`config.mk`:
```
export PLATFORM = sky130hd
export DESIGN_NAME = step_trig_condition_engine
export DESIGN_NICKNAME = d
export VERILOG_FILES = /design/src/rtl/stce_pkg.sv /design/src/rtl/step_trig_condition_engine.sv /design/src/rtl/stce_rem_unit.sv
export SDC_FILE = /design/constraint.sdc
export NUM_CORES = 1
export LEC_CHECK = 0
export ABC_AREA = 1
export BUFFER_PORTS_ARGS = -buffer_cell sky130_fd_sc_hd__buf_4
export CAP_MARGIN = 20
export CORE_ASPECT_RATIO = 1.4
export CORE_MARGIN = 2
export CORE_UTILIZATION = 63
export CTS_CLUSTER_DIAMETER = 120
export DETAILED_ROUTE_END_ITERATION = 8
export PLACE_DENSITY = 0.8
export SYNTH_ARGS = -nofsm -noshare
export SYNTH_HDL_FRONTEND = slang
export SYNTH_HIERARCHICAL = 1
export SYNTH_SLANG_ARGS = --single-unit
```
`constraint.sdc`:
```
create_clock -name i_clk -period 5.8 [get_ports i_clk]
set_input_delay 1.16 -clock i_clk [delete_from_list [all_inputs] [get_ports i_clk]]
set_output_delay 1.16 -clock i_clk [all_outputs]
set_load 0.01 [all_outputs]
```
`src/rtl/stce_pkg.sv`:
```
// Step trig condition engine: shared types, sizes, constants and helpers.
// Used by stce_rem_unit and step_trig_condition_engine; no dependencies.
package stce_pkg;

    localparam int NUM_LAYERS  = 8;
    localparam int TRACK_COUNT = 16;
    localparam int STEP_COUNT  = 64;
    localparam int MAX_SUBHITS = 8;

    localparam int NUM_SLOTS = NUM_LAYERS * TRACK_COUNT;
    localparam int LIDX_W    = (NUM_LAYERS > 1) ? $clog2(NUM_LAYERS) : 1;
    localparam int TIDX_W    = (TRACK_COUNT > 1) ? $clog2(TRACK_COUNT) : 1;
    localparam int SLOT_W    = (NUM_SLOTS > 1) ? $clog2(NUM_SLOTS) : 1;

    localparam int WORD_W = 32;
    localparam int CNT_W  = $clog2(WORD_W);
    localparam int DIV_W  = 7;
    localparam int PREV_W = 8;

    localparam logic [WORD_W-1:0] RNG_SEED = 32'hA53C9E17;
    localparam int                XS_A     = 13;
    localparam int                XS_B     = 17;
    localparam int                XS_C     = 5;
    localparam logic [DIV_W-1:0]  PCT_FULL = 7'd100;
    localparam logic [PREV_W-1:0] NO_STEP  = 8'hFF;

    typedef struct packed {
        logic [2:0]  layer;
        logic [3:0]  track;
        logic [5:0]  step;
        logic        grid_on;
        logic [6:0]  prob;
        logic [3:0]  ratchet;
        logic [3:0]  every;
        logic        prev_cond;
        logic        note_varies;
        logic [31:0] bar_count;
        logic [3:0]  rpt_bars;
        logic        audible;
    } t_in_data;

    typedef struct packed {
        logic        evaluated;
        logic        fire;
        logic        enqueue;
        logic [31:0] loop_total;
    } t_out_data;

    typedef struct packed {
        logic load;
        logic shift;
    } t_rem_ctl;

    typedef enum logic [2:0] {
        ST_IDLE,
        ST_PREP,
        ST_RUN,
        ST_EVAL,
        ST_OUT
    } t_state;

    function automatic logic [WORD_W-1:0] xorshift32(input logic [WORD_W-1:0] x);
        logic [WORD_W-1:0] v;
        v = x ^ (x << XS_A);
        v = v ^ (v >> XS_B);
        v = v ^ (v << XS_C);
        return v;
    endfunction

endpackage

```
`src/rtl/step_trig_condition_engine.sv`:
```
// Step trig condition engine top level: crossing check, loop counters,
// played flags, xorshift roll and bit-serial remainders. Uses stce_pkg, stce_rem_unit.
//
//   channel   valid        ready        word
//   input     i_in_valid   o_in_ready   i_in_data  (t_in_data)
//   output    o_out_valid  i_out_ready  o_out_data (t_out_data)
//
// An ignored, inactive or plain step goes through the prep and output states;
// a decorated step also passes the run and evaluate states, where three
// bit-serial remainder units (every-N, repeat window, percent roll) run side
// by side over the 32-bit words. One word is worked on at a time. The result
// sits in an output register; a stalled output holds the next result in the
// engine. Reset clears counters, steps and played flags and reseeds the generator.
module step_trig_condition_engine (
    input  logic                 i_clk,
    input  logic                 i_rst_n,
    input  logic                 i_in_valid,
    output logic                 o_in_ready,
    input  stce_pkg::t_in_data   i_in_data,
    output logic                 o_out_valid,
    input  logic                 i_out_ready,
    output stce_pkg::t_out_data  o_out_data
);
    import stce_pkg::*;

    t_state            r_state, n_state;
    t_in_data          r_item;
    logic [WORD_W-1:0] r_lc   [NUM_LAYERS];
    logic [PREV_W-1:0] r_prev [NUM_LAYERS];
    logic              r_open, n_open;
    logic [WORD_W-1:0] r_rng;
    logic [CNT_W-1:0]  r_cnt, n_cnt;
    t_out_data         r_res, n_res;
    t_out_data         r_out;
    logic              r_out_vld;

    logic              r_played_mem [NUM_SLOTS];
    logic [NUM_SLOTS-1:0] r_played_vld;
    logic              r_played_rd;

    logic [LIDX_W-1:0] l_idx;
    logic [TIDX_W-1:0] t_idx;
    logic [SLOT_W-1:0] slot;
    logic              lay_ok, step_ok, trk_ok, is_t0, decorated;
    logic [WORD_W-1:0] lc_cur, lc_val, xs_next;
    logic              lc_we, prev_we, pm_we, pm_wd, rng_we, out_load;
    logic              cond, draw, fire_v;
    logic [DIV_W-1:0]  every_div, rr_div;
    logic [DIV_W-1:0]  rem_every, rem_bar, rem_pct;
    t_rem_ctl          rem_ctl;

    assign l_idx   = r_item.layer[LIDX_W-1:0];
    assign t_idx   = r_item.track[TIDX_W-1:0];
    assign slot    = SLOT_W'(int'(l_idx) * TRACK_COUNT + int'(t_idx));
    assign lay_ok  = int'(r_item.layer) < NUM_LAYERS;
    assign step_ok = int'(r_item.step) < STEP_COUNT;
    assign trk_ok  = int'(r_item.track) < TRACK_COUNT;
    assign is_t0   = (r_item.track == '0);
    assign lc_cur  = r_lc[l_idx];
    assign xs_next = xorshift32(r_rng);

    assign decorated = (r_item.prob != PCT_FULL) || (r_item.ratchet != 4'd1)
                     || (r_item.every > 4'd1) || r_item.prev_cond || r_item.note_varies;
    assign every_div = (r_item.every > 4'd1) ? DIV_W'(r_item.every) : DIV_W'(1);
    assign rr_div    = (r_item.rpt_bars >= 4'd2) ? DIV_W'(r_item.rpt_bars)
                                                 : DIV_W'(1);

    stce_rem_unit u_rem_every (
        .i_clk     (i_clk),
        .i_ctl     (rem_ctl),
        .i_word    (lc_val),
        .i_divisor (every_div),
        .o_rem     (rem_every)
    );

    stce_rem_unit u_rem_bar (
        .i_clk     (i_clk),
        .i_ctl     (rem_ctl),
        .i_word    (r_item.bar_count),
        .i_divisor (rr_div),
        .o_rem     (rem_bar)
    );

    stce_rem_unit u_rem_pct (
        .i_clk     (i_clk),
        .i_ctl     (rem_ctl),
        .i_word    (xs_next),
        .i_divisor (PCT_FULL),
        .o_rem     (rem_pct)
    );

    // roll terms, valid once the remainders have settled
    always_comb begin
        cond = ((r_item.every <= 4'd1) || (rem_every == '0))
             && (!r_item.prev_cond || r_played_rd);
        draw = cond && (r_item.prob != '0) && (r_item.prob < PCT_FULL);
        fire_v = cond && ((r_item.prob >= PCT_FULL)
                          || ((r_item.prob != '0) && (rem_pct < r_item.prob)));
    end

    always_comb begin
        n_state  = r_state;
        n_open   = r_open;
        n_cnt    = r_cnt;
        n_res    = r_res;
        lc_val   = lc_cur;
        lc_we    = 1'b0;
        prev_we  = 1'b0;
        pm_we    = 1'b0;
        pm_wd    = 1'b0;
        rng_we   = 1'b0;
        out_load = 1'b0;
        rem_ctl  = '0;
        unique case (r_state)
            ST_IDLE: begin
                if (i_in_valid) begin
                    n_state = ST_PREP;
                end
            end
            ST_PREP: begin
                n_res   = '0;
                n_state = ST_OUT;
                if (!lay_ok || !step_ok) begin
                    if (is_t0) begin
                        n_open = 1'b0;
                    end
                end else begin
                    if (is_t0) begin
                        lc_we = 1'b1;
                        if (PREV_W'(r_item.step) == r_prev[l_idx]) begin
                            n_open = 1'b0;
                        end else begin
                            if ((r_item.step == '0) && (r_prev[l_idx] != NO_STEP)) begin
                                lc_val = lc_cur + 1'b1;
                            end
                            prev_we = 1'b1;
                            n_open  = 1'b1;
                        end
                    end
                    if (trk_ok && n_open) begin
                        n_res.evaluated = 1'b1;
                        priority if (!r_item.grid_on) begin
                            pm_we = 1'b1;
                        end else if (!decorated) begin
                            n_res.fire = 1'b1;
                            pm_we      = 1'b1;
                            pm_wd      = 1'b1;
                        end else begin
                            rem_ctl.load = 1'b1;
                            n_cnt        = '0;
                            n_state      = ST_RUN;
                        end
                    end
                end
            end
            ST_RUN: begin
                rem_ctl.shift = 1'b1;
                n_cnt         = r_cnt + 1'b1;
                if (r_cnt == CNT_W'(WORD_W - 1)) begin
                    n_state = ST_EVAL;
                end
            end
            ST_EVAL: begin
                pm_we         = 1'b1;
                pm_wd         = fire_v;
                rng_we        = draw;
                n_res.fire    = fire_v;
                n_res.enqueue = fire_v && (rem_bar == '0) && r_item.audible;
                n_state       = ST_OUT;
            end
            ST_OUT: begin
                if (!r_out_vld || i_out_ready) begin
                    out_load = 1'b1;
                    n_state  = ST_IDLE;
                end
            end
            default: begin
                n_state = ST_IDLE;
            end
        endcase
    end

    always_ff @(posedge i_clk) begin
        if (!i_rst_n) begin
            r_state <= ST_IDLE;
            r_open  <= 1'b0;
            r_rng   <= RNG_SEED;
            r_cnt   <= '0;
            for (int i = 0; i < NUM_LAYERS; i++) begin
                r_lc[i]   <= '0;
                r_prev[i] <= NO_STEP;
            end
        end else begin
            r_state <= n_state;
            r_open  <= n_open;
            r_cnt   <= n_cnt;
            if (rng_we) begin
                r_rng <= xs_next;
            end
            if (lc_we) begin
                r_lc[l_idx] <= lc_val;
            end
            if (prev_we) begin
                r_prev[l_idx] <= PREV_W'(r_item.step);
            end
        end
    end

    // item and result words
    always_ff @(posedge i_clk) begin
        if (r_state == ST_IDLE && i_in_valid) begin
            r_item <= i_in_data;
        end
        r_res <= n_res;
    end

    // played flags: memory plus a valid bit per slot; unwritten slots read zero
    always_ff @(posedge i_clk) begin
        if (pm_we) begin
            r_played_mem[slot] <= pm_wd;
        end
        r_played_rd <= r_played_mem[slot] & r_played_vld[slot];
    end

    always_ff @(posedge i_clk) begin
        if (!i_rst_n) begin
            r_played_vld <= '0;
        end else if (pm_we) begin
            r_played_vld[slot] <= 1'b1;
        end
    end

    // output register
    always_ff @(posedge i_clk) begin
        if (!i_rst_n) begin
            r_out_vld <= 1'b0;
        end else if (out_load) begin
            r_out_vld <= 1'b1;
        end else if (i_out_ready) begin
            r_out_vld <= 1'b0;
        end
    end

    always_ff @(posedge i_clk) begin
        if (out_load) begin
            r_out <= '{evaluated:  r_res.evaluated,
                       fire:       r_res.fire,
                       enqueue:    r_res.enqueue,
                       loop_total: (lay_ok ? lc_cur : WORD_W'(0))};
        end
    end

    assign o_in_ready  = (r_state == ST_IDLE);
    assign o_out_valid = r_out_vld;
    assign o_out_data  = r_out;

    a_out_from_out_state: assert property (@(posedge i_clk) disable iff (!i_rst_n)
        $rose(o_out_valid) |-> $past(r_state == ST_OUT))
        else $error("result word appeared outside the output state");

    a_enq_needs_fire: assert property (@(posedge i_clk) disable iff (!i_rst_n)
        o_out_valid |-> (!o_out_data.enqueue || o_out_data.fire)
                        && (!o_out_data.fire || o_out_data.evaluated))
        else $error("enqueue or fire without evaluation");

    a_rng_only_on_eval: assert property (@(posedge i_clk) disable iff (!i_rst_n)
        (r_state != ST_EVAL) |=> $stable(r_rng))
        else $error("generator advanced outside evaluation");

    a_run_from_prep: assert property (@(posedge i_clk) disable iff (!i_rst_n)
        $rose(r_state == ST_RUN) |-> $past(r_state == ST_PREP) && (r_cnt == '0))
        else $error("serial run started without a load");

endmodule

```
`src/rtl/stce_rem_unit.sv`:
```
// Bit-serial remainder unit: shifts a word out MSB first, one bit a cycle
// on shift, keeping a remainder against a small divisor. Uses stce_pkg.
module stce_rem_unit (
    input  logic                          i_clk,
    input  stce_pkg::t_rem_ctl            i_ctl,
    input  logic [stce_pkg::WORD_W-1:0]   i_word,
    input  logic [stce_pkg::DIV_W-1:0]    i_divisor,
    output logic [stce_pkg::DIV_W-1:0]    o_rem
);
    import stce_pkg::*;

    logic [WORD_W-1:0] r_word;
    logic [DIV_W-1:0]  r_div;
    logic [DIV_W-1:0]  r_rem;
    logic [DIV_W:0]    trial;
    logic [DIV_W:0]    n_rem;

    // remainder stays below the divisor, so one compare and subtract per bit
    always_comb begin
        trial = {r_rem, r_word[WORD_W-1]};
        if (trial >= {1'b0, r_div}) begin
            n_rem = trial - {1'b0, r_div};
        end else begin
            n_rem = trial;
        end
    end

    always_ff @(posedge i_clk) begin
        if (i_ctl.load) begin
            r_word <= i_word;
            r_div  <= i_divisor;
            r_rem  <= '0;
        end else if (i_ctl.shift) begin
            r_word <= {r_word[WORD_W-2:0], 1'b0};
            r_rem  <= n_rem[DIV_W-1:0];
        end
    end

    assign o_rem = r_rem;

endmodule
```
# --- Word level (Yosys, flattened, before mapping) ---
# Memory sizes are Yosys's and may differ from the RTL's. A register that Yosys moved wholly into a read port is not among the register bits.
# Index checks and enable logic that the tools add are counted.
word_totals:
  register_bits: 408
  ramBits: 448
  inputBits: 72
  output_inout_bits: 37
  elab_cells: 181
  mem_count: 3
classes:
  n_addsub: 6
  magnitude_cmp: 11
  n_eq_ne: 15
  mux: 71
  n_bitwise: 5
  n_reduce_logical: 34
memory_table:
  columns: ["memory", "depth", "width", "rd", "rd_clocked_by_memory_dff", "write_ports", "line", "source"]
  rows:
  - ["r_lc", 8, 32, 1, 1, 8, "step_trig_condition_engine.sv:28", "logic [WORD_W-1:0] r_lc [NUM_LAYERS];"]
  - ["r_played_mem", 128, 1, 1, 0, 1, "step_trig_condition_engine.sv:37", "logic r_played_mem [NUM_SLOTS];"]
  - ["r_prev", 8, 8, 1, 1, 8, "step_trig_condition_engine.sv:29", "logic [PREV_W-1:0] r_prev [NUM_LAYERS];"]
ops:
  columns: ["op", "count"]
  rows:
  - ["$mux 32", 11]
  - ["$or 128x128->128", 1]
  - ["$xor 32x32->32", 2]
  - ["$mux 1", 35]
  - ["$add 32x1->32 const B", 1]
  - ["$reduce_or 32->1", 1]
  - ["$xor 32x15->32", 1]
  - ["$mux 3", 10]
  - ["$mux 7", 3]
  - ["$ge 8x7->1", 2]
  - ["$mux 5", 3]
  - ["$pmux 3 s5", 1]
  - ["$logic_not 7->1", 2]
  - ["$sub 7x7->7", 2]
  - ["$ne 2x2->1 const B", 6]
  - ["$logic_and 1x1->1", 10]
  - ["$pmux 5 s2", 1]
  - ["$eq 6x8->1", 1]
  - ["$ge 8x7->1 const B", 1]
  - ["$logic_or 1x1->1", 8]
  - ["$lt 7x8->1 const B", 1]
  - ["$mux 8", 1]
  - ["$ne 8x8->1 const B", 1]
  - ["$reduce_bool 2->1", 4]
  - ["other kinds (30)", 33]

# --- Depth between registers and ports, before layout ---
logic_depth:
  word_depth: 11
  mapped_depth: 23
  ltp_nobuf: 20

# --- By module ---
# The synthesis kept the hierarchy.
by_module_without_submodules:
  columns: ["module", "n_inst", "cells_per_inst", "area_per_inst_um2", "seq_area_each_um2"]
  rows:
  - ["step_trig_condition_engine", 1, 3312, 31870.6, 19799.0]
  - ["stce_rem_unit at u_rem_bar ...", 2, 255, 2264.7, 1311.3]
  - ["stce_rem_unit at u_rem_every", 1, 255, 2270.9, 1311.3]

# --- Worst setup path after synthesis ---
# OpenSTA, ideal clock, no wires.
synth_path:
  kind: "input-to-reg"
  startpoint: "input i_out_ready"
  endpoint: "register r_out (netlist bit o_out_data[0]), enable pin"
  setup_ns: 0.515
  arrival_time_ns: 4.554
  required_time_ns: 5.285
  path_slack_ns: 0.731
  path_stages: 2
  n_path_buf: 0
  cell_sequence: "nor2_1 -> nor4_1"
synth_via:
  elab_chain_cells: 3
synth_rtl:
  columns: ["item", "line", "source"]
  rows:
  - ["from (decl)", "step_trig_condition_engine.sv:21", "input logic i_out_ready,"]
  - ["$logic_or 1x1->1", "step_trig_condition_engine.sv:172", "if (!r_out_vld || i_out_ready) begin"]
  - ["$mux 1", "step_trig_condition_engine.sv:172", null]
  - ["$mux 1", "step_trig_condition_engine.sv:114", "unique case (r_state)"]
  - ["via out_load", "step_trig_condition_engine.sv:46", "logic lc_we, prev_we, pm_we, pm_wd, rng_we, out_load;"]
  - ["to (signal assigned)", "step_trig_condition_engine.sv:246", "r_out <= '{evaluated: r_res.evaluated,"]
  - ["to (decl)", "step_trig_condition_engine.sv:34", "t_out_data r_out;"]
# The timed path passes the listed nets, and every way through them passes these cells.
# A chain may end at the register's enable or synchronous reset.

==> summary.txt <==
STA
  – Rel. slew slack: 0.261
  – Post-route setup TNS: 0 ns
  – Fin. Hold Viols: 0
  – Min Tclk post-route: 4.44 ns
  – Max-slew violation count: 0
  – F_max: 0.225 GHz
  – Hold WS: 0.423 ns
  – Final setup viols: 0
  – Final worst path period share: 0.765
  – Slew @ Worst Pin: roughly 1.1 ns
  – Unrepaired setup endpoints after global routing: false
  – Setup Skew: 0.0226 ns

Drt
  – Initial DRC count: 3357
  – # DRC: 0
  – Post-route ant nets: 0
  – DR vias/cell: around 5.8
  – Avg WL per Cell: 19.3 um
  – Post-Route WL: 96800 um
  – Metal1 wirelength: ~34000 um
  – Met3 WL post-DR: ~7700 um
  – Vias after detailed routing: ~30000
  – Routed wl met2: 50100 um
  – DRT Pass-1 Iters: 7
  – Top Layer Used: met4

Worst setup path
  – Slowest stage cell on the critical path: inv_4
  – CP Buf/Inv Count: 4
  – Setup crit end kind: flip-flop
  – CP top delay family: simple AND/OR/NAND/NOR gates
  – Crit path arrival time: about 4.8 ns
  – Worst setup path class: reg -> reg
  – Crit path max fanout: 75
  – Critical path's most frequent cell: nand2_1
  – Crit start category: flip-flop
  – Critical Path Max Stage Delay: 0.65 ns
  – Worst EP required: 6.15 ns
  – FF-to-FF setup slack: approximately 1.4 ns
  – Crit path cell chain: inv_4 > nand2_1 > nand2_1 > nand2_1 > nand2_1 > nand2_1 > nand2_1 > nand2_1 > nand2_1 > nor2_1 > nand3_1 > buf_4 > nand2_1 > nand2_1 > nand3_1 > nand2_4 > buf_4 > nand3_1 > inv_1

Power and ir drop
  – Max IR drop VDD: 310 uV
  – Total power: roughly 15 mW
  – P_leak: 18.0 nW
  – Pwr per Cell Area: 340 nW/um2

Clock tree
  – Clk sinks: 858
  – Post-CTS Resized: 0
  – Worst-skew pair later-pin latency: 0.64 ns
  – Clk slew on worst S/H paths: 0.06 ns
  – Total CTS buffers: 79
  – Clk buf depth: 3
  – Post-CTS setup buffers: 0
  – CTS tree: done
  – Cts hold-fix bufs: 0
  – H-tree lvl count: 3
  – Root buffer cell: clkbuf_16

Final layout
  – Area delta synth->final: 10.8%
  – Nets@finish: 4247
  – Most common cell after layout, fill and taps aside: nand2_1
  – Fill cell count: 4488
  – Commonest non-fill, non-tap cells in the layout: 838 x nand2_1, 655 x edfxtp_1, 524 x nor2_1
  – # diodes: 0
  – Layout cells sized above 1: 0.0896
  – Multi-input logic area: 12100 um2
  – Sequential Area: between 20000 and 25000 um2
  – Layout Cells excl Fill: around 5000

Synth
  – Post-Synthesis Cells: between 4000 and 5000
  – Post-synthesis mux area share: 0
  – Largest family of logic cells by synthesized area: simple AND/OR/NAND/NOR gates
  – Post-Synth Simple-Gate Area: 0.194
  – Syn Area/Cell: 9.49 um2
  – Post-synth ARST share: 0
  – Cell Area, Synth: 38700 um2
  – Compound-Gate Fraction of Synth Area: 0.0877
  – Synth Register Bits: 858
  – Xor-xnor portion of the synthesized cell area: 0.0182
  – Yosys cell types: 56
  – Seq/Total Area, Yosys: 0.614
  – EDFF count, synth: 655
  – Top FF cell, synth: edfxtp_1
  – Synth Area in Adders: 0.0113
  – Ys Warns: 6

Floorplan
  – Die span in y: approximately 300 um
  – FP Rows: 107
  – DIE AREA: roughly 63000 um2
  – Initial core utilization: 0.636
  – Die W: 213 um
  – Core Area: 60800 um2
  – Num ports: around 110

Status
  – Status: complete, no violations

Placement
  – IO buf count: 108
  – Final RePlAce weighted congestion: 0.923
  – HPWL after DPL: 59400 um
  – DP Cell Count: 4876

Global routing
  – Overflow after GRT: 0
  – Initial antenna violation count: 0
  – Vias in the first global route: 28900
  – First-pass GRT wire length: 150000 um
  – Largest net degree at the start of global routing: between 100 and 150
  – Total Routing Usage GR: 0.305

Job
  – Max cap viols: 0

Hold path
  – Min-delay src: r_res[33]
  – Hold WC Path Type: reg -> reg
-- area by class of cell --
| type | count | share of cell area |
|---|---|---|
| repair buffers | 163 | 0.0300 |
| inverters | 534 | 0.0470 |
| flip-flops and latches | 858 | 0.554 |
| clock inverters | 29 | 0.00853 |
| multi-input cells | 2506 | 0.283 |
| well taps | 817 | 0.0239 |
| clock buffers | 118 | 0.0539 |
-- stage by stage --
stage / cell area [um2] / worst slack (ns) / util
after floorplan: 38700 / 0.731 / -
after global placement: 40100 / 1.54 / 0.660
after detailed placement: 40100 / 1.47 / 0.660
after CTS: 42800 / 1.46 / 0.704
after global routing: 42800 / 1.03 / 0.705
final: 42800 / 1.36 / 0.705
-- kinds of logic (layout without fill, tap and decap cells) --
family | count (synthesis) | count (layout)
DFF | 858 | 858
xor gates and xnor gates | 77 | 77
AOI/OAI and AO/OA | 608 | 608
buffers and inverters | 724 | 844
and+or+nand+nor | 1775 | 1775
adders and majority gates | 33 | 33
other | 2 | 13
-- path summary, 6_finish.rpt --
kind | endpoint | cells after the start
worst max-delay path | r_played_mem[71] | 19
worst min-delay path | o_out_data[33] | 0
worst max register to register | r_played_mem[71] | 19
worst min register to register | o_out_data[33] | 0
-- cells in the mapped netlist, types with 6 or more instances --
master | count | area, um2
nand2_1 | 848 | 3180
edfxtp_1 | 655 | 19700
nor2_1 | 524 | 1970
inv_1 | 509 | 1910
nand3_1 | 262 | 1310
a21oi_1 | 241 | 1210
dfxtp_1 | 203 | 4060
o21ai_0 | 181 | 906
clkbuf_1 | 104 | 390
o22ai_1 | 71 | 444
buf_2 | 45 | 225
xor2_1 | 44 | 385
o21ai_1 | 38 | 190
nand4_1 | 34 | 213
a22oi_1 | 30 | 225
ha_1 | 30 | 375
xnor2_1 | 29 | 254
nor3_1 | 23 | 115
buf_4 | 16 | 120
nand2_2 | 16 | 100
buf_1 | 15 | 56.3
inv_2 | 15 | 56.3
o221ai_1 | 12 | 105
buf_6 | 10 | 113
clkinv_1 | 9 | 33.8
a221oi_1 | 8 | 70.1
nor4_1 | 8 | 50.1
nand3b_1 | 7 | 52.6
nor2_2 | 7 | 43.8
o211ai_1 | 7 | 52.6
or2_1 | 7 | 43.8
nand2_4 | 6 | 67.6
-- flip-flops by register name (all words and copies together) (netlist names), named ones only --
register	flops
l_idx	3
r_lc	256
r_played_mem	128
r_open	1
r_rng	32
r_played_rd	1
u_rem_bar/o_rem	7
u_rem_pct/o_rem	7
o_out_valid	1
u_rem_pct/r_div	7
o_out_data	35
u_rem_bar/r_word	32
u_rem_every/r_word	32
t_idx	4
r_played_vld	128
u_rem_pct/r_word	32
r_cnt	5
u_rem_bar/r_div	7
r_state	3
r_item	61
u_rem_every/o_rem	7
u_rem_every/r_div	7
r_res	3
r_prev	56
-- metal layers --
metal | vias to the layer above | GRT usage
met5 | - | 0
met2 | 1447 | 0.540
li1 | 13700 | -
met4 | 0 | 0.160
met1 | 13800 | 0.359
met3 | 302 | 0.0404
-- report_power, final --
group | leakage [nW] | internal, mW | total [mW] | switching (mW)
logic | 8.43 | 0.639 | 2.17 | 1.54
registers | 8.30 | 6.84 | 7.01 | 0.164
clock network | 1.30 | 3.13 | 5.38 | 2.25
total | 18.0 | 10.6 | 14.6 | 3.94
(Power assumes the default switching activity.)
